**src/sv/assert_macros.svh**
```systemverilog
// Assertion macros for the semaphore RTL.
`ifndef ASSERT_MACROS_SVH
`define ASSERT_MACROS_SVH

// Implication checked at every clock edge outside reset.
`define PWS_ASSERT_IMP(lbl, ante, cons, msg) \
   lbl: assert property (@(posedge clock) disable iff (reset) (ante) |-> (cons)) \
      else $error(msg);

// Implication whose consequent is checked in the following cycle.
`define PWS_ASSERT_NXT(lbl, ante, cons, msg) \
   lbl: assert property (@(posedge clock) disable iff (reset) (ante) |=> (cons)) \
      else $error(msg);

`endif

```
**src/sv/pws_pkg.sv**
```systemverilog
// Types and constants of the priority wait semaphore.
package pws_pkg;

   localparam int BITS_PER_GROUP = 16;
   localparam int BIT_IDX_W      = $clog2(BITS_PER_GROUP);
   localparam int ACTION_W       = 3;
   localparam int STATUS_W       = 3;
   localparam int PRIO_W         = 6;
   localparam int CODE_W         = 8;
   localparam int COUNT_W        = 16;
   localparam int CSR_INDEX_W    = 4;

   // Actions
   localparam logic [ACTION_W-1:0] ACT_WAIT    = 3'd0;
   localparam logic [ACTION_W-1:0] ACT_CHECK   = 3'd1;
   localparam logic [ACTION_W-1:0] ACT_RELEASE = 3'd2;
   localparam logic [ACTION_W-1:0] ACT_DELETE  = 3'd3;
   localparam logic [ACTION_W-1:0] ACT_CREATE  = 3'd4;

   // Result status codes
   localparam logic [STATUS_W-1:0] ST_OK        = 3'd0;
   localparam logic [STATUS_W-1:0] ST_QUEUED    = 3'd1;
   localparam logic [STATUS_W-1:0] ST_INVALID   = 3'd2;
   localparam logic [STATUS_W-1:0] ST_NOT_AVAIL = 3'd3;
   localparam logic [STATUS_W-1:0] ST_BAD_CFG   = 3'd4;

   // Code handed to waiters woken by a flushing delete
   localparam logic [CODE_W-1:0] CODE_INVALID = 8'd2;

   // Register indexes
   localparam logic [CSR_INDEX_W-1:0] REG_INITIAL_COUNT = 4'd0;
   localparam logic [CSR_INDEX_W-1:0] REG_MAX_COUNT     = 4'd1;

   // Most urgent waiter found by the picker
   typedef struct packed {
      logic              found;
      logic [PRIO_W-1:0] prio;
   } pick_type;

endpackage

```
**src/sv/pws_pick.sv**
```systemverilog
// Picks the most urgent waiter from the two-level bitmap and the bitmap without it.
module pws_pick #(
   parameter int PRIORITY_GROUPS = 4
) (
   input  logic [PRIORITY_GROUPS-1:0]                              group_mask,
   input  logic [PRIORITY_GROUPS-1:0][pws_pkg::BITS_PER_GROUP-1:0] waiter_masks,
   output pws_pkg::pick_type                                       pick,
   output logic [PRIORITY_GROUPS-1:0][pws_pkg::BITS_PER_GROUP-1:0] rest_masks,
   output logic [PRIORITY_GROUPS-1:0]                              rest_group
);
   import pws_pkg::*;

   logic [PRIORITY_GROUPS-1:0]    grp_onehot;
   logic [BITS_PER_GROUP-1:0]     sel_mask;
   logic [BITS_PER_GROUP-1:0]     bit_onehot;
   logic [BIT_IDX_W-1:0]          bit_idx;
   logic [PRIO_W-BIT_IDX_W-1:0]   grp_idx;

   // Lowest set group, then lowest set bit in that group
   always_comb begin
      grp_onehot = group_mask & (~group_mask + PRIORITY_GROUPS'(1));
      sel_mask   = '0;
      grp_idx    = '0;
      for (int g = 0; g < PRIORITY_GROUPS; g++) begin
         if (grp_onehot[g]) begin
            sel_mask = sel_mask | waiter_masks[g];
            grp_idx  = grp_idx | (PRIO_W-BIT_IDX_W)'(g);
         end
      end
      bit_onehot = sel_mask & (~sel_mask + BITS_PER_GROUP'(1));
      bit_idx    = '0;
      for (int b = 0; b < BITS_PER_GROUP; b++) begin
         if (bit_onehot[b]) begin
            bit_idx = bit_idx | BIT_IDX_W'(b);
         end
      end
   end

   // Bitmap with the picked waiter removed
   always_comb begin
      for (int g = 0; g < PRIORITY_GROUPS; g++) begin
         rest_masks[g] = waiter_masks[g] & ~(grp_onehot[g] ? bit_onehot : '0);
         rest_group[g] = |rest_masks[g];
      end
   end

   assign pick.found = |group_mask;
   assign pick.prio  = {grp_idx, bit_idx};

endmodule

```
**src/sv/priority_wait_semaphore_unit.sv**
```systemverilog
// Top level of the priority wait semaphore: command port, register stage, state and results.
//
// Each transaction is registered at acceptance and worked in the following cycle; its
// result is registered again before it strobes, and a new transaction can be taken in
// every cycle while busy is low. Results cannot be held off by the receiver. A delete with
// flush raises busy from the cycle after it is taken and then gives one result per queued
// waiter, one per cycle, most urgent first (a single result if none is queued or the
// semaphore is dead); busy drops with the cycle that carries the final result. The search
// for the lowest waiter over the group and bit masks is a single combinational picker between
// the state registers and the result register. Configuration writes are always accepted.
module priority_wait_semaphore_unit #(
   parameter int PRIORITY_GROUPS = 4
) (
   input  logic                                clock,
   input  logic                                reset,
   // command transaction
   input  logic                                start,
   output logic                                busy,
   input  logic [pws_pkg::ACTION_W-1:0]        req_action,
   input  logic [pws_pkg::PRIO_W-1:0]          req_priority_req,
   input  logic [pws_pkg::CODE_W-1:0]          req_release_code,
   input  logic                                req_flush,
   // result transaction
   output logic                                rsp_strobe,
   output logic [pws_pkg::STATUS_W-1:0]        rsp_status,
   output logic                                rsp_woke_valid,
   output logic [pws_pkg::PRIO_W-1:0]          rsp_woke_priority,
   output logic [pws_pkg::CODE_W-1:0]          rsp_woke_code,
   output logic                                rsp_preempt,
   output logic                                rsp_last,
   // register writes
   input  logic                                csr_valid,
   output logic                                csr_ready,
   input  logic [pws_pkg::CSR_INDEX_W-1:0]     csr_index,
   input  logic [pws_pkg::COUNT_W-1:0]         csr_data
);
   import pws_pkg::*;

   `include "assert_macros.svh"

   localparam int GRP_CMP_W = 5;

   // registers
   logic [COUNT_W-1:0] init_count_ff;
   logic [COUNT_W-1:0] max_count_ff;

   logic                pend_valid_ff;
   logic [ACTION_W-1:0] pend_action_ff;
   logic [PRIO_W-1:0]   pend_prio_ff;
   logic [CODE_W-1:0]   pend_code_ff;
   logic                pend_flush_ff;

   logic              drain_ff,      drain_in;
   logic [PRIO_W-1:0] drain_prio_ff, drain_prio_in;

   logic [COUNT_W-1:0]         count_ff,      count_in;
   logic                       alive_ff,      alive_in;
   logic [PRIORITY_GROUPS-1:0] group_mask_ff, group_mask_in;
   logic [PRIORITY_GROUPS-1:0][BITS_PER_GROUP-1:0] waiter_ff, waiter_in;

   logic                rsp_valid_ff,  rsp_valid_in;
   logic [STATUS_W-1:0] rsp_status_ff, rsp_status_in;
   logic                rsp_wvalid_ff, rsp_wvalid_in;
   logic [PRIO_W-1:0]   rsp_wprio_ff,  rsp_wprio_in;
   logic [CODE_W-1:0]   rsp_wcode_ff,  rsp_wcode_in;
   logic                rsp_pre_ff,    rsp_pre_in;
   logic                rsp_last_ff,   rsp_last_in;

   // picker outputs
   pick_type                                       pick;
   logic [PRIORITY_GROUPS-1:0][BITS_PER_GROUP-1:0] rest_masks;
   logic [PRIORITY_GROUPS-1:0]                     rest_group;

   logic accept;
   logic pend_group_ok;

   pws_pick #(
      .PRIORITY_GROUPS(PRIORITY_GROUPS)
   ) u_pick (
      .group_mask  (group_mask_ff),
      .waiter_masks(waiter_ff),
      .pick        (pick),
      .rest_masks  (rest_masks),
      .rest_group  (rest_group)
   );

   // handshakes
   assign busy      = drain_ff |
                      (pend_valid_ff & (pend_action_ff == ACT_DELETE) & pend_flush_ff);
   assign accept    = start & ~busy;
   assign csr_ready = 1'b1;

   // config registers
   always_ff @(posedge clock) begin
      if (reset) begin
         init_count_ff <= COUNT_W'(1);
         max_count_ff  <= COUNT_W'(1);
      end else if (csr_valid && csr_ready) begin
         if (csr_index == REG_INITIAL_COUNT) begin
            init_count_ff <= csr_data;
         end
         if (csr_index == REG_MAX_COUNT) begin
            max_count_ff <= csr_data;
         end
      end
   end

   // input register
   always_ff @(posedge clock) begin
      if (reset) begin
         pend_valid_ff <= 1'b0;
      end else begin
         pend_valid_ff <= accept;
      end
      if (accept) begin
         pend_action_ff <= req_action;
         pend_prio_ff   <= req_priority_req;
         pend_code_ff   <= req_release_code;
         pend_flush_ff  <= req_flush;
      end
   end

   // caller's group exists in the bitmap
   assign pend_group_ok = {3'b000, pend_prio_ff[PRIO_W-1:PRIO_W-2]} <
                          GRP_CMP_W'(PRIORITY_GROUPS);

   // semaphore state update and result
   always_comb begin
      count_in      = count_ff;
      alive_in      = alive_ff;
      group_mask_in = group_mask_ff;
      waiter_in     = waiter_ff;
      drain_in      = drain_ff;
      drain_prio_in = drain_prio_ff;
      rsp_valid_in  = 1'b0;
      rsp_status_in = ST_OK;
      rsp_wvalid_in = 1'b0;
      rsp_wprio_in  = '0;
      rsp_wcode_in  = '0;
      rsp_pre_in    = 1'b0;
      rsp_last_in   = 1'b1;

      if (drain_ff) begin
         // flushing delete: wake one waiter per cycle
         rsp_valid_in  = 1'b1;
         rsp_wvalid_in = 1'b1;
         rsp_wprio_in  = pick.prio;
         rsp_wcode_in  = CODE_INVALID;
         rsp_pre_in    = pick.prio < drain_prio_ff;
         rsp_last_in   = rest_group == '0;
         waiter_in     = rest_masks;
         group_mask_in = rest_group;
         drain_in      = rest_group != '0;
      end else if (pend_valid_ff) begin
         rsp_valid_in = 1'b1;
         if (pend_action_ff == ACT_CREATE) begin
            group_mask_in = '0;
            waiter_in     = '0;
            if (init_count_ff > max_count_ff) begin
               alive_in      = 1'b0;
               rsp_status_in = ST_BAD_CFG;
            end else begin
               alive_in = 1'b1;
               count_in = init_count_ff;
            end
         end else if (pend_action_ff > ACT_CREATE) begin
            rsp_status_in = ST_OK;
         end else if (!alive_ff) begin
            rsp_status_in = ST_INVALID;
         end else begin
            unique case (pend_action_ff)
               ACT_WAIT: begin
                  if (count_ff != '0) begin
                     count_in = count_ff - COUNT_W'(1);
                  end else if (pend_group_ok) begin
                     for (int g = 0; g < PRIORITY_GROUPS; g++) begin
                        if ({3'b000, pend_prio_ff[PRIO_W-1:PRIO_W-2]} == GRP_CMP_W'(g)) begin
                           waiter_in[g][pend_prio_ff[BIT_IDX_W-1:0]] = 1'b1;
                           group_mask_in[g] = 1'b1;
                        end
                     end
                     rsp_status_in = ST_QUEUED;
                  end else begin
                     rsp_status_in = ST_NOT_AVAIL;
                  end
               end
               ACT_CHECK: begin
                  if (count_ff != '0) begin
                     count_in = count_ff - COUNT_W'(1);
                  end else begin
                     rsp_status_in = ST_NOT_AVAIL;
                  end
               end
               ACT_RELEASE: begin
                  if (!pick.found) begin
                     if (count_ff < max_count_ff) begin
                        count_in = count_ff + COUNT_W'(1);
                     end
                  end else begin
                     rsp_wvalid_in = 1'b1;
                     rsp_wprio_in  = pick.prio;
                     rsp_wcode_in  = pend_code_ff;
                     rsp_pre_in    = pick.prio < pend_prio_ff;
                     waiter_in     = rest_masks;
                     group_mask_in = rest_group;
                  end
               end
               ACT_DELETE: begin
                  alive_in = 1'b0;
                  if (pend_flush_ff && pick.found) begin
                     rsp_wvalid_in = 1'b1;
                     rsp_wprio_in  = pick.prio;
                     rsp_wcode_in  = CODE_INVALID;
                     rsp_pre_in    = pick.prio < pend_prio_ff;
                     rsp_last_in   = rest_group == '0;
                     waiter_in     = rest_masks;
                     group_mask_in = rest_group;
                     drain_in      = rest_group != '0;
                     drain_prio_in = pend_prio_ff;
                  end else begin
                     waiter_in     = '0;
                     group_mask_in = '0;
                  end
               end
               default: begin
                  rsp_status_in = ST_OK;
               end
            endcase
         end
      end
   end

   // state and result registers
   always_ff @(posedge clock) begin
      if (reset) begin
         count_ff      <= COUNT_W'(1);
         alive_ff      <= 1'b1;
         group_mask_ff <= '0;
         waiter_ff     <= '0;
         drain_ff      <= 1'b0;
         rsp_valid_ff  <= 1'b0;
      end else begin
         count_ff      <= count_in;
         alive_ff      <= alive_in;
         group_mask_ff <= group_mask_in;
         waiter_ff     <= waiter_in;
         drain_ff      <= drain_in;
         rsp_valid_ff  <= rsp_valid_in;
      end
      drain_prio_ff <= drain_prio_in;
      rsp_status_ff <= rsp_status_in;
      rsp_wvalid_ff <= rsp_wvalid_in;
      rsp_wprio_ff  <= rsp_wprio_in;
      rsp_wcode_ff  <= rsp_wcode_in;
      rsp_pre_ff    <= rsp_pre_in;
      rsp_last_ff   <= rsp_last_in;
   end

   assign rsp_strobe        = rsp_valid_ff;
   assign rsp_status        = rsp_status_ff;
   assign rsp_woke_valid    = rsp_wvalid_ff;
   assign rsp_woke_priority = rsp_wprio_ff;
   assign rsp_woke_code     = rsp_wcode_ff;
   assign rsp_preempt       = rsp_pre_ff;
   assign rsp_last          = rsp_last_ff;

   // checks
   `PWS_ASSERT_IMP(a_strobe_src, rsp_strobe, $past(pend_valid_ff || drain_ff), "stray result")
   `PWS_ASSERT_IMP(a_drain_has_waiter, drain_ff, group_mask_ff != '0, "flush with no waiter left")
   `PWS_ASSERT_IMP(a_drain_dead, drain_ff, !alive_ff, "flush on a live semaphore")
   `PWS_ASSERT_NXT(a_flush_back_to_back, rsp_strobe && !rsp_last, rsp_strobe, "gap in flush")

endmodule

```
**config.mk**
```make
export PLATFORM = sky130hd
export DESIGN_NAME = priority_wait_semaphore_unit
export DESIGN_NICKNAME = d
export VERILOG_FILES = /design/src/sv/pws_pkg.sv /design/src/sv/pws_pick.sv /design/src/sv/priority_wait_semaphore_unit.sv
export VERILOG_INCLUDE_DIRS = /design/src /design/src/sv
export SDC_FILE = /design/constraint.sdc
export NUM_CORES = 1
export LEC_CHECK = 0
export ABC_AREA = 1
export BUFFER_PORTS_ARGS = -buffer_cell sky130_fd_sc_hd__buf_2
export CAP_MARGIN = 40
export CORE_ASPECT_RATIO = 0.8
export CORE_MARGIN = 8
export CORE_UTILIZATION = 62
export DETAILED_ROUTE_END_ITERATION = 6
export GPL_ROUTABILITY_DRIVEN = 0
export MAX_ROUTING_LAYER = met4
export PLACE_DENSITY = 0.81
export SYNTH_ARGS = -nofsm -noshare
export SYNTH_HDL_FRONTEND = slang
export SYNTH_SLANG_ARGS = --single-unit
```
**constraint.sdc**
```tcl
create_clock -name clock -period 3.82 [get_ports clock]
set_clock_uncertainty 0.15 [all_clocks]
set_input_delay 0.382 -clock clock [delete_from_list [all_inputs] [get_ports clock]]
set_output_delay 0.382 -clock clock [all_outputs]
set_load 0.02 [all_outputs]
```
## Word level (Yosys, flattened, before mapping)

Index checks and enable logic that the tools add are counted.

- Bits in latches: 0
- Memories: 0
- Input bits: 42
- Memory bits (read-only): 0
- RAM bits: 0
- Register bits after elaboration: 164
- Word-level logic and storage cells: 237

- Muxes and demuxes: 120
- $add $sub $neg: 4
- $mul: 0
- Divide/modulo/power cells: 0
- Order comparisons: 7
- Reduce and logical (&&, ||, !) cells: 30
- Bitwise logic cells: 29
- Eq/ne operators: 20
- Shifts and indexed selects: 0

Operators with widths:

| kind | count |
|---|---|
| 64-bit 2-to-1 mux | 8 |
| 16-bit 2-to-1 mux | 19 |
| 64-bit case mux with 3 select lines | 1 |
| 16-bit OR | 7 |
| 16-bit AND | 5 |
| 16-bit inverter | 5 |
| 4-bit 2-to-1 mux | 16 |
| 16-bit OR reduction | 4 |
| 1-bit 2-to-1 mux | 42 |
| 6-bit 2-to-1 mux | 7 |
| 7-bit AND reduction | 5 |
| 16-bit by 1-bit adder with 16-bit output (second input constant) | 2 |
| 16-bit case mux with 2 select lines | 1 |
| 2-bit 2-to-1 mux | 12 |
| 4-bit != test (second input constant) | 6 |
| 3-bit 2-to-1 mux | 6 |
| 16-bit greater-than comparator | 1 |
| 16-bit less-than comparator | 1 |
| 8-bit case mux with 2 select lines | 1 |
| 16-bit nonzero test | 1 |
| 16-bit by 1-bit subtractor with 16-bit output (second input constant) | 1 |
| 6-bit less-than comparator | 2 |
| 4-bit case mux with 3 select lines | 1 |
| 6-bit case mux with 2 select lines | 1 |
| 36 further kinds | 55 |

## Depth between registers and ports, before layout

Gate-level depths: netlist (run 1).

- Depth after elaboration: 36
- Mapped depth: 21

## Modules after synthesis

Synthesis (run 1) repeated with hierarchy kept, for this count alone.

- Cells, all modules: 1780
- Area, all modules: 11369.7 µm²

Modules (own cells, without submodules):

| module | cells an instance | sequential area each (µm²) | times used | area each (µm²) |
|---|---|---|---|---|
| priority_wait_semaphore_unit | 1317 | 3523.4 | 1 | 9295.2 |
| pws_pick | 463 | 0.0 | 1 | 2074.5 |

## Least setup slack after synthesis (run 1)

OpenSTA, ideal clock, no wires.

- Path kind: register to register
- Start: register pend_action_ff[1]
- End: register count_ff[12]
- Slack: 534 ps
- Cell stages (with the launch flop): 20
- Setup time: 112 ps
- Buffers on the path: 1
- Period minus slack after synthesis: 3286 ps
- Required time: 3558 ps
- Arrival time: 3025 ps
- Cells stage by stage: edfxtp_1 inv_2 nor2_1 inv_2 or2_1 clkbuf_1 ha_1 nand3_1 nand3_1 inv_1 o21ai_0 inv_1 o21ai_0 a21boi_0 o21ai_0 nand2_1 nand2_1 o22ai_1 nor2_1 nor2_1

- Longest elaborated chain between the ends: 6
- Elaborated cells between the ends (all ways): 18
- Those cells by class: 1 x order compare; 8 x eq/ne; 4 x mux; 5 x reduce/logical

Ends and longest elaborated chain:

| what | RTL line | source |
|---|---|---|
| from (decl) | priority_wait_semaphore_unit.sv:48 | `logic [ACTION_W-1:0] pend_action_ff;` |
| from (signal assigned) | priority_wait_semaphore_unit.sv:116 | `pend_action_ff <= req_action;` |
| 3-bit by 1-bit equality test with 1-bit output / 3-bit logical NOT (equally long branches) | priority_wait_semaphore_unit.sv:171 | `unique case (pend_action_ff)` |
| 2-bit OR reduction (no line) | n/a |  |
| 16-bit case mux with 2 select lines | priority_wait_semaphore_unit.sv:171 |  |
| 16-bit 2-to-1 mux | priority_wait_semaphore_unit.sv:168 | `end else if (!alive_ff) begin` |
| 16-bit 2-to-1 mux | priority_wait_semaphore_unit.sv:166 | `end else if (pend_action_ff > ACT_CREATE) begin` |
| 16-bit 2-to-1 mux | priority_wait_semaphore_unit.sv:156 | `if (pend_action_ff == ACT_CREATE) begin` |
| to (signal assigned) | priority_wait_semaphore_unit.sv:243 | `count_ff <= count_in;` |
| to (decl) | priority_wait_semaphore_unit.sv:56 | `logic [COUNT_W-1:0] count_ff, count_in;` |

Several ways; a longest one is shown, not always the timed one. The select of a mux whose other input is x is not followed.
A chain may end at the register's enable or synchronous reset.

## Final worst setup path (run 1)

- Start: register group_mask_ff[0]
- End: register rsp_pre_ff (netlist: rsp_preempt)

- Longest elaborated chain between the ends: 36
- Elaborated cells between the ends (all ways): 43
- Those cells by class: 2 x add/sub; 2 x order compare; 30 x mux; 7 x bitwise; 2 x reduce/logical

Ends and longest elaborated chain:

| what | RTL line | source |
|---|---|---|
| from (decl) | priority_wait_semaphore_unit.sv:58 | `logic [PRIORITY_GROUPS-1:0] group_mask_ff, group_mask_in;` |
| from (signal assigned) | priority_wait_semaphore_unit.sv:245 | `group_mask_ff <= group_mask_in;` |
| 4-bit inverter | pws_pick.sv:21 | `grp_onehot = group_mask & (~group_mask + PRIORITY_GROUPS'(1));` |
| 4-bit by 1-bit adder with 4-bit output | pws_pick.sv:21 |  |
| 4-bit AND | pws_pick.sv:21 |  |
| 16-bit 2-to-1 mux | pws_pick.sv:25 | `if (grp_onehot[g]) begin` |
| 16-bit OR | pws_pick.sv:26 | `sel_mask = sel_mask \| waiter_masks[g];` |
| 16-bit 2-to-1 mux | pws_pick.sv:25 |  |
| 16-bit OR | pws_pick.sv:26 |  |
| 16-bit 2-to-1 mux | pws_pick.sv:25 |  |
| [... 21 more ...] | n/a |  |
| 1-bit 2-to-1 mux, on equally long branches | priority_wait_semaphore_unit.sv:210, priority_wait_semaphore_unit.sv:195 |  |
| 1-bit case mux with 2 select lines | priority_wait_semaphore_unit.sv:171 |  |
| 1-bit 2-to-1 mux | priority_wait_semaphore_unit.sv:168 |  |
| 1-bit 2-to-1 mux | priority_wait_semaphore_unit.sv:166 |  |
| 1-bit 2-to-1 mux | priority_wait_semaphore_unit.sv:156 |  |
| 1-bit 2-to-1 mux | priority_wait_semaphore_unit.sv:154 | `end else if (pend_valid_ff) begin` |
| 1-bit 2-to-1 mux (*) | priority_wait_semaphore_unit.sv:143 | `if (drain_ff) begin` |
| via rsp_pre_in | priority_wait_semaphore_unit.sv:66 | `logic rsp_pre_ff, rsp_pre_in;` |
| to (signal assigned) | priority_wait_semaphore_unit.sv:255 | `rsp_pre_ff <= rsp_pre_in;` |
| to (decl) | priority_wait_semaphore_unit.sv:66 |  |

Mark *: on every way through the listed nets, which the timed path passes. The rest lies on a longest branch.

==> flow_summary.json, run 1 <==
{
  "worst_slack_ns": 0.167,
  "yosysTopAreaCell": "dfxtp_1",
  "clock_latency_ns": 0.45,
  "maxCapViolCount": 0,
  "post_cts.repair.setup_buffers": 0,
  "netlist.area_leader.share": 0.260,
  "instances_no_fill": 1877,
  "synth_flop_cell": "dfxtp_1",
  "swShare": 0.348,
  "grt_usage": 0.310,
  "vias": 11433,
  "syn_area_per_cell_um2": 6.84,
  "finalSetupTns_ns": 0,
  "synth.area.top_cells": "dfxtp_1 (26%), nand2_1 (10%), inv_1 (7.3%)",
  "power_density_mw_per_mm2": 389,
  "vdd.ir_drop.worst_v": 0.000294,
  "gr-total-overflow": 0,
  "slew_headroom": 0.498,
  "cp_max_fo": 13,
  "via_per_inst": 6.09,
  "reg2reg_setup_slack_ns": 0.17,
  "dp_slack_ns": 0.369,
  "cts-root-buf": "clkbuf_16",
  "whs_endpoint": "init_count_ff[0]$_SDFFE_PP1P_",
  "critPathLaunchType": "flip-flop",
  "fp-row-count": 43,
  "fmax_ghz": 0.274,
  "routedWlPerCell_um": 17.6,
  "grt_pass1_vias": 10623,
  "hold_viol": 0,
  "rr_endpoint": "rsp_preempt$_DFF_P_",
  "syn_nets": 1676,
  "htreeDepth": 4,
  "slew_violations": 0,
  "p_leak_uw": 0.00578,
  "async_reset_ff_frac": 0,
  "clkTransAtPathRegs_ns": 0.08,
  "reg2reg_from": "group_mask_ff[0]$_SDFFE_PP0P_",
  "dieArea_mm2": 0.0219,
  "syn2layout_area_growth_pct": 12.1,
  "syn_inst": 1578,
  "p_comb_frac": 0.211,
  "final_nets": 1737,
  "clock-sinks": 164,
  "diodes": 0,
  "core_mm2": 0.0172,
  "drive_above_1_share": 0.127,
  "yosysUniqueCellTypes": 53,
  "tightest_slew_ns": 0.752,
  "violations": "DRC",
  "r2r.worst_path.cells": 19,
  "status": "finished, violations left",
  "min_period_ns": 3.65,
  "fillers": 1409,
  "internal_power_uw": 3060,
  "min-delay-start": "csr_data[0]",
  "worst_ep_required_time_ns": 4.06,
  "seq_power_share": 0.404,
  "antenna_left": 0,
  "post-dp-hpwl_mm": 23.4,
  "wirelength_mm": 33.1,
  "die_y_um": 134,
  "grt_pass1_wl_mm": 53.8,
  "seq_area_frac_synth": 0.327,
  "ys_ff_latch": 164,
  "min_path_type": "in -> reg",
  "cp.arrival_ns": 3.89,
  "setup_viol": 0,
  "drc": 86,
  "crit_type": "reg -> reg",
  "grt_max_degree": 54,
  "synth_warnings": 0,
  "die_w_um": 163,
  "netlist_area_mm2": 0.0108,
  "start_util": 0.627,
  "min_delay_path_depth": 3,
  "ctsLongestPathBuffers": 2,
  "cts_tree": "yes",
  "io_pins": 65,
  "synth_edf_count": 24,
  "p_sw_uw": 1640,
  "antenna_found_initial": 0,
  "numPortBuffers": 63,
  "dp_cells": 1827,
  "cts_buffers": 17,
  "drt_iter0_drc": 1622,
  "pwr-share-clk": 0.385,
  "cp-end-kind": "flip-flop",
  "fin_crit_sh": 0.956,
  "firstDrtPassIters": 7,
  "rsz0062_at_grt": "no"
}
critical path: stages, from the launching register on:
cell     delay (ns)
dfxtp_1        0.72
nor2_4         0.16
buf_4          0.24
nand3_1        0.08
nand3_1        0.09
nor2_2         0.22
nand2_1        0.17
nor2_2         0.28
nand2_2        0.11
inv_1          0.12
o21ai_0        0.14
o21ai_0        0.12
nor3_1         0.09
nand2_1        0.11
ha_1           0.25
a32oi_1        0.22
nand4_1        0.10
nor2_1         0.11
nand2_1        0.07
nand2_1        0.06
synthesized netlist by cell type, types with 14 or more instances:
cell / instances
dfxtp_1: 140
a21oi_1: 89
a221oi_1: 32
edfxtp_1: 24
inv_2: 18
ha_1: 55
nand3_1: 122
nor2_1: 164
o21ai_0: 128
clkbuf_1: 41
nor3_1: 15
buf_2: 19
or2_2: 14
a31oi_1: 45
nand2_1: 290
nand4_1: 34
inv_1: 209
o211ai_1: 21
flip-flops by register name, summed over array words and instances, names as in the netlist:
| name | flops |
|---|---|
| pend_flush_ff | 1 |
| max_count_ff | 16 |
| drain_prio_ff | 6 |
| alive_ff | 1 |
| pend_action_ff | 3 |
| rsp_woke_valid | 1 |
| drain_ff | 1 |
| init_count_ff | 16 |
| pend_prio_ff | 6 |
| rsp_last | 1 |
| waiter_ff | 64 |
| rsp_woke_priority | 6 |
| rsp_strobe | 1 |
| group_mask_ff | 4 |
| pend_code_ff | 8 |
| rsp_status | 3 |
| rsp_woke_code | 8 |
| count_ff | 16 |
| pend_valid_ff | 1 |
| rsp_preempt | 1 |
metrics by stage:
step	area (um2)	power, uW	hold slack [ns]	utilization
after CTS	12100	4660	0.00542	0.702
final	12100	4700	0.0128	0.702
after floorplan	10800	2600	0.280	-
after global routing	12100	4880	0.0184	0.702
after global placement	11300	2840	0.293	0.655
after detailed placement	11300	2860	0.300	0.655
cell usage in the layout (no fill, tap or decap), types with 3 or more instances in the layout:
cell and n:
nand2_1 290, inv_2 18, nor3_2 4, nand2_2 7, dlygate4sd3_1 18, o21bai_1 4, a221oi_1 32, a21boi_0 3
ha_1 55, o221ai_1 12, nor3_1 15, nand3_2 10, inv_1 209, nand3_1 122, nor2_1 163, or2_2 14
xor2_1 3, nor2_4 12, clkbuf_16 17, nand4_1 34, clkinv_8 8, edfxtp_1 24, dfxtp_1 140, o21ai_1 10
buf_4 31, a31oi_1 45, a21oi_1 89, buf_2 63, xnor2_1 3, o211ai_1 21, nand3b_1 4, nor2_2 13
o21ai_0 127
final cells by class:
type	instances	area, um2	share of cell area
flip-flops and latches	164	3520	0.291
multi-input cells	1115	6070	0.502
well taps	225	282	0.0233
repair buffers	112	728	0.0602
inverters	229	862	0.0713
clock buffers	17	425	0.0352
clock inverters	15	204	0.0169
cell families (layout without fill, tap and decap cells):
family | Yosys count | in the layout | share of synthesized area
xor gates and xnor gates | 6 | 6 | 0.00487
adders and majority gates | 56 | 56 | 0.0656
DFF | 164 | 164 | 0.327
other | 1 | 1 | 0.000348
buffers and inverters | 299 | 373 | 0.111
and+or+nand+nor | 696 | 696 | 0.296
AOI/OAI and AO/OA | 356 | 356 | 0.196
power by group through the flow:
| stage | clock network (uW) | logic, uW | registers (uW) |
|---|---|---|---|
| after floorplan | 0 | 694 | 1910 |
| after global placement | 0 | 906 | 1930 |
| after detailed placement | 0 | 928 | 1930 |
| after CTS | 1810 | 955 | 1900 |
| after global routing | 1880 | 1090 | 1910 |
| final | 1810 | 991 | 1900 |
how the worst max path moves through the flow:
stage | end | slack [ns] | startpoint
6_report | rsp_preempt$_DFF_P_ | 0.17 | group_mask_ff[0]$_SDFFE_PP0P_
3_3_place_gp | count_ff[12]$_SDFFE_PP0P_ | 0.38 | pend_action_ff[1]$_DFFE_PP_
5_1_grt | rsp_preempt$_DFF_P_ | 0.003 | group_mask_ff[0]$_SDFFE_PP0P_
3_5_place_dp | count_ff[12]$_SDFFE_PP0P_ | 0.37 | pend_action_ff[1]$_DFFE_PP_
2_1_floorplan | count_ff[12]$_SDFFE_PP0P_ | 0.53 | pend_action_ff[1]$_DFFE_PP_
4_1_cts | count_ff[12]$_SDFFE_PP0P_ | 0.28 | pend_action_ff[1]$_DFFE_PP_
metal layers:
| metal | global-route usage | vias up | routed length, um |
|---|---|---|---|
| li1 | - | 5443 | - |
| met2 | 0.443 | 672 | 14100 |
| met5 | - | - | 0 |
| met3 | 0.0879 | 106 | 3920 |
| met1 | 0.412 | 5212 | 14100 |
| met4 | 0.114 | 0 | 949 |
timing repair:
| action | CTS | global route |
|---|---|---|
| endpoints found under the setup margin | 0 | 1 |
| hold endpoints to repair | 18 | 0 |
| gates resized for setup | 0 | 1 |
| hold buffers | 18 | 0 |
(Power assumes the default switching activity.)
==> run 2, diff against run 1 <==
- CORE_UTILIZATION: 62 -> 46
- PLACE_DENSITY: 0.81 -> default
==> flow_summary.json, run 2 (synthesis gave the netlist of run 1 again) <==
{
  "die_w_um": 187,
  "grt_pass1_vias": 10287,
  "firstDrtPassIters": 6,
  "worst_ep_required_time_ns": 4.06,
  "min_period_ns": 3.53,
  "power_density_mw_per_mm2": 384,
  "tightest_slew_ns": 0.839,
  "final_cell_mix": "nand2_1 (290), inv_1 (208), nor2_1 (163)",
  "crit_type": "reg -> reg",
  "clock_latency_ns": 0.45,
  "via_per_inst": 5.62,
  "min_path_type": "in -> reg",
  "ctsLongestPathBuffers": 2,
  "slew_violations": 0,
  "slew_headroom": 0.440,
  "post_cts.repair.setup_buffers": 0,
  "layout_commonest_cell": "nand2_1",
  "syn2layout_area_growth_pct": 12.8,
  "grt_usage": 0.244,
  "routedWlPerCell_um": 17.5,
  "core_mm2": 0.0232,
  "fmax_ghz": 0.283,
  "cpPeakStageDelay_ns": 0.60,
  "p_leak_uw": 0.00577,
  "critPathSlowestCell": "dfxtp_1",
  "grt_pass1_wl_mm": 55.4,
  "critPathLaunchType": "flip-flop",
  "cts_tree": "yes",
  "cp_max_fo": 12,
  "htreeDepth": 4,
  "wirelength_mm": 34.3,
  "crit_chain": "inv_1 -> nor2_4 -> nand2_1 -> nand3_1 -> nor2_2 -> nand2_1 -> nor2_2 -> nand2_2 -> inv_1 -> nand2_1 -> nand2_1 -> nor3_1 -> o21ai_0 -> ha_1 -> a32oi_1 -> nand4_1 -> nor2_1 -> nand2_1 -> nand2_1",
  "drt_iter0_drc": 1036,
  "final_nets": 1735,
  "cts_buffers": 17,
  "hold_viol": 0,
  "start_util": 0.465,
  "clock-sinks": 164,
  "cp-end-kind": "flip-flop",
  "die_y_um": 153,
  "grt_max_degree": 71,
  "vias": 11017,
  "maxCapViolCount": 0,
  "cts-root-buf": "clkbuf_16",
  "setup_viol": 0,
  "path_common_cell": "nand2_1",
  "clkTransAtPathRegs_ns": 0.07,
  "drive_above_1_share": 0.126,
  "numPortBuffers": 63,
  "antenna_left": 0,
  "antenna_found_initial": 0,
  "p_total_uw": 4680,
  "io_pins": 65,
  "status": "finished clean",
  "dieArea_mm2": 0.0286,
  "largest_reg_flops": 64,
  "diodes": 0,
  "cp.arrival_ns": 3.78,
  "fp-row-count": 50,
  "vdd.ir_drop.worst_v": 0.000292,
  "rsz0062_at_grt": "no",
  "gr-total-overflow": 0,
  "largest-register": "waiter_ff",
  "finalSetupTns_ns": 0,
  "post-dp-hpwl_mm": 25.1,
  "fin_crit_sh": 0.925,
  "hold_ws_ns": 0.0221,
  "drc": 0
}
-- run 2: cell count changes in the layout (fill, tap and decap cells not counted), sizes merged --
cell      change
buf           -2
clkinvlp      +2
clkbuf        +1
inv           +3
clkinv        -7
bufinv        +1
-- run 2: final cells by class --
class	count	area, um2
Inverter	229	862
Multi-Input combinational cell	1115	6080
Fill cell	2336	11000
Clock buffer	18	439
Tap cell	312	390
Sequential cell	164	3520
Clock inverter	14	156
Timing Repair Buffer	110	726
-- run 2: power breakdown --
part	internal [uW]	switching (uW)	leakage, uW
logic	339	651	0.00411
registers	1820	76.9	0.00137
clock network	950	837	0.000289
total	3110	1570	0.00577
-- run 2: worst max-delay path: cells and delay by family (launching register included) --
kind,cells,cell delay [ns]
AND/OR/NAND/NOR,14,1.61
flip-flops,1,0.60
AO/OA/AOI/OAI,2,0.57
adder cells (fa/ha/maj),1,0.31
buffers and inverters,2,0.24
-- run 2: routing by layer --
layer / vias up / wire length (um) / global-route usage
li1: 5444 / - / -
met1: 5048 / 16600 / 0.341
met2: 464 / 14100 / 0.345
met3: 61 / 2810 / 0.0514
met4: 0 / 813 / 0.0778
met5: - / 0 / -
-- run 2: repair_timing --
item                                   4_1_cts  5_1_grt
gates resized for setup                      0        3
hold buffers                                18        0
endpoints found under the hold margin       18        0
setup endpoints to repair                    0        3
-- run 2: stage by stage --
stage	util	std cells	cell area (um2)	setup slack [ns]
finish	0.525	1962	12200	0.287
floorplan	-	1578	10800	0.534
detailed placement	0.491	1912	11400	0.262
global placement	0.491	1912	11400	0.410
CTS	0.524	1962	12200	0.235
global route	0.525	1962	12200	0.0362
-- run 2: path summary, 6_finish.rpt --
kind / from / endpoint / slack (ns) / cells after the start
min: csr_data[0] / init_count_ff[0]$_SDFFE_PP1P_ / 0.02 / 3
min reg2reg: pend_code_ff[5]$_DFFE_PP_ / rsp_woke_code[5]$_SDFF_PP0_ / 0.32 / 2
max: group_mask_ff[1]$_SDFFE_PP0P_ / rsp_preempt$_DFF_P_ / 0.29 / 19
max reg2reg: group_mask_ff[1]$_SDFFE_PP0P_ / rsp_preempt$_DFF_P_ / 0.29 / 19
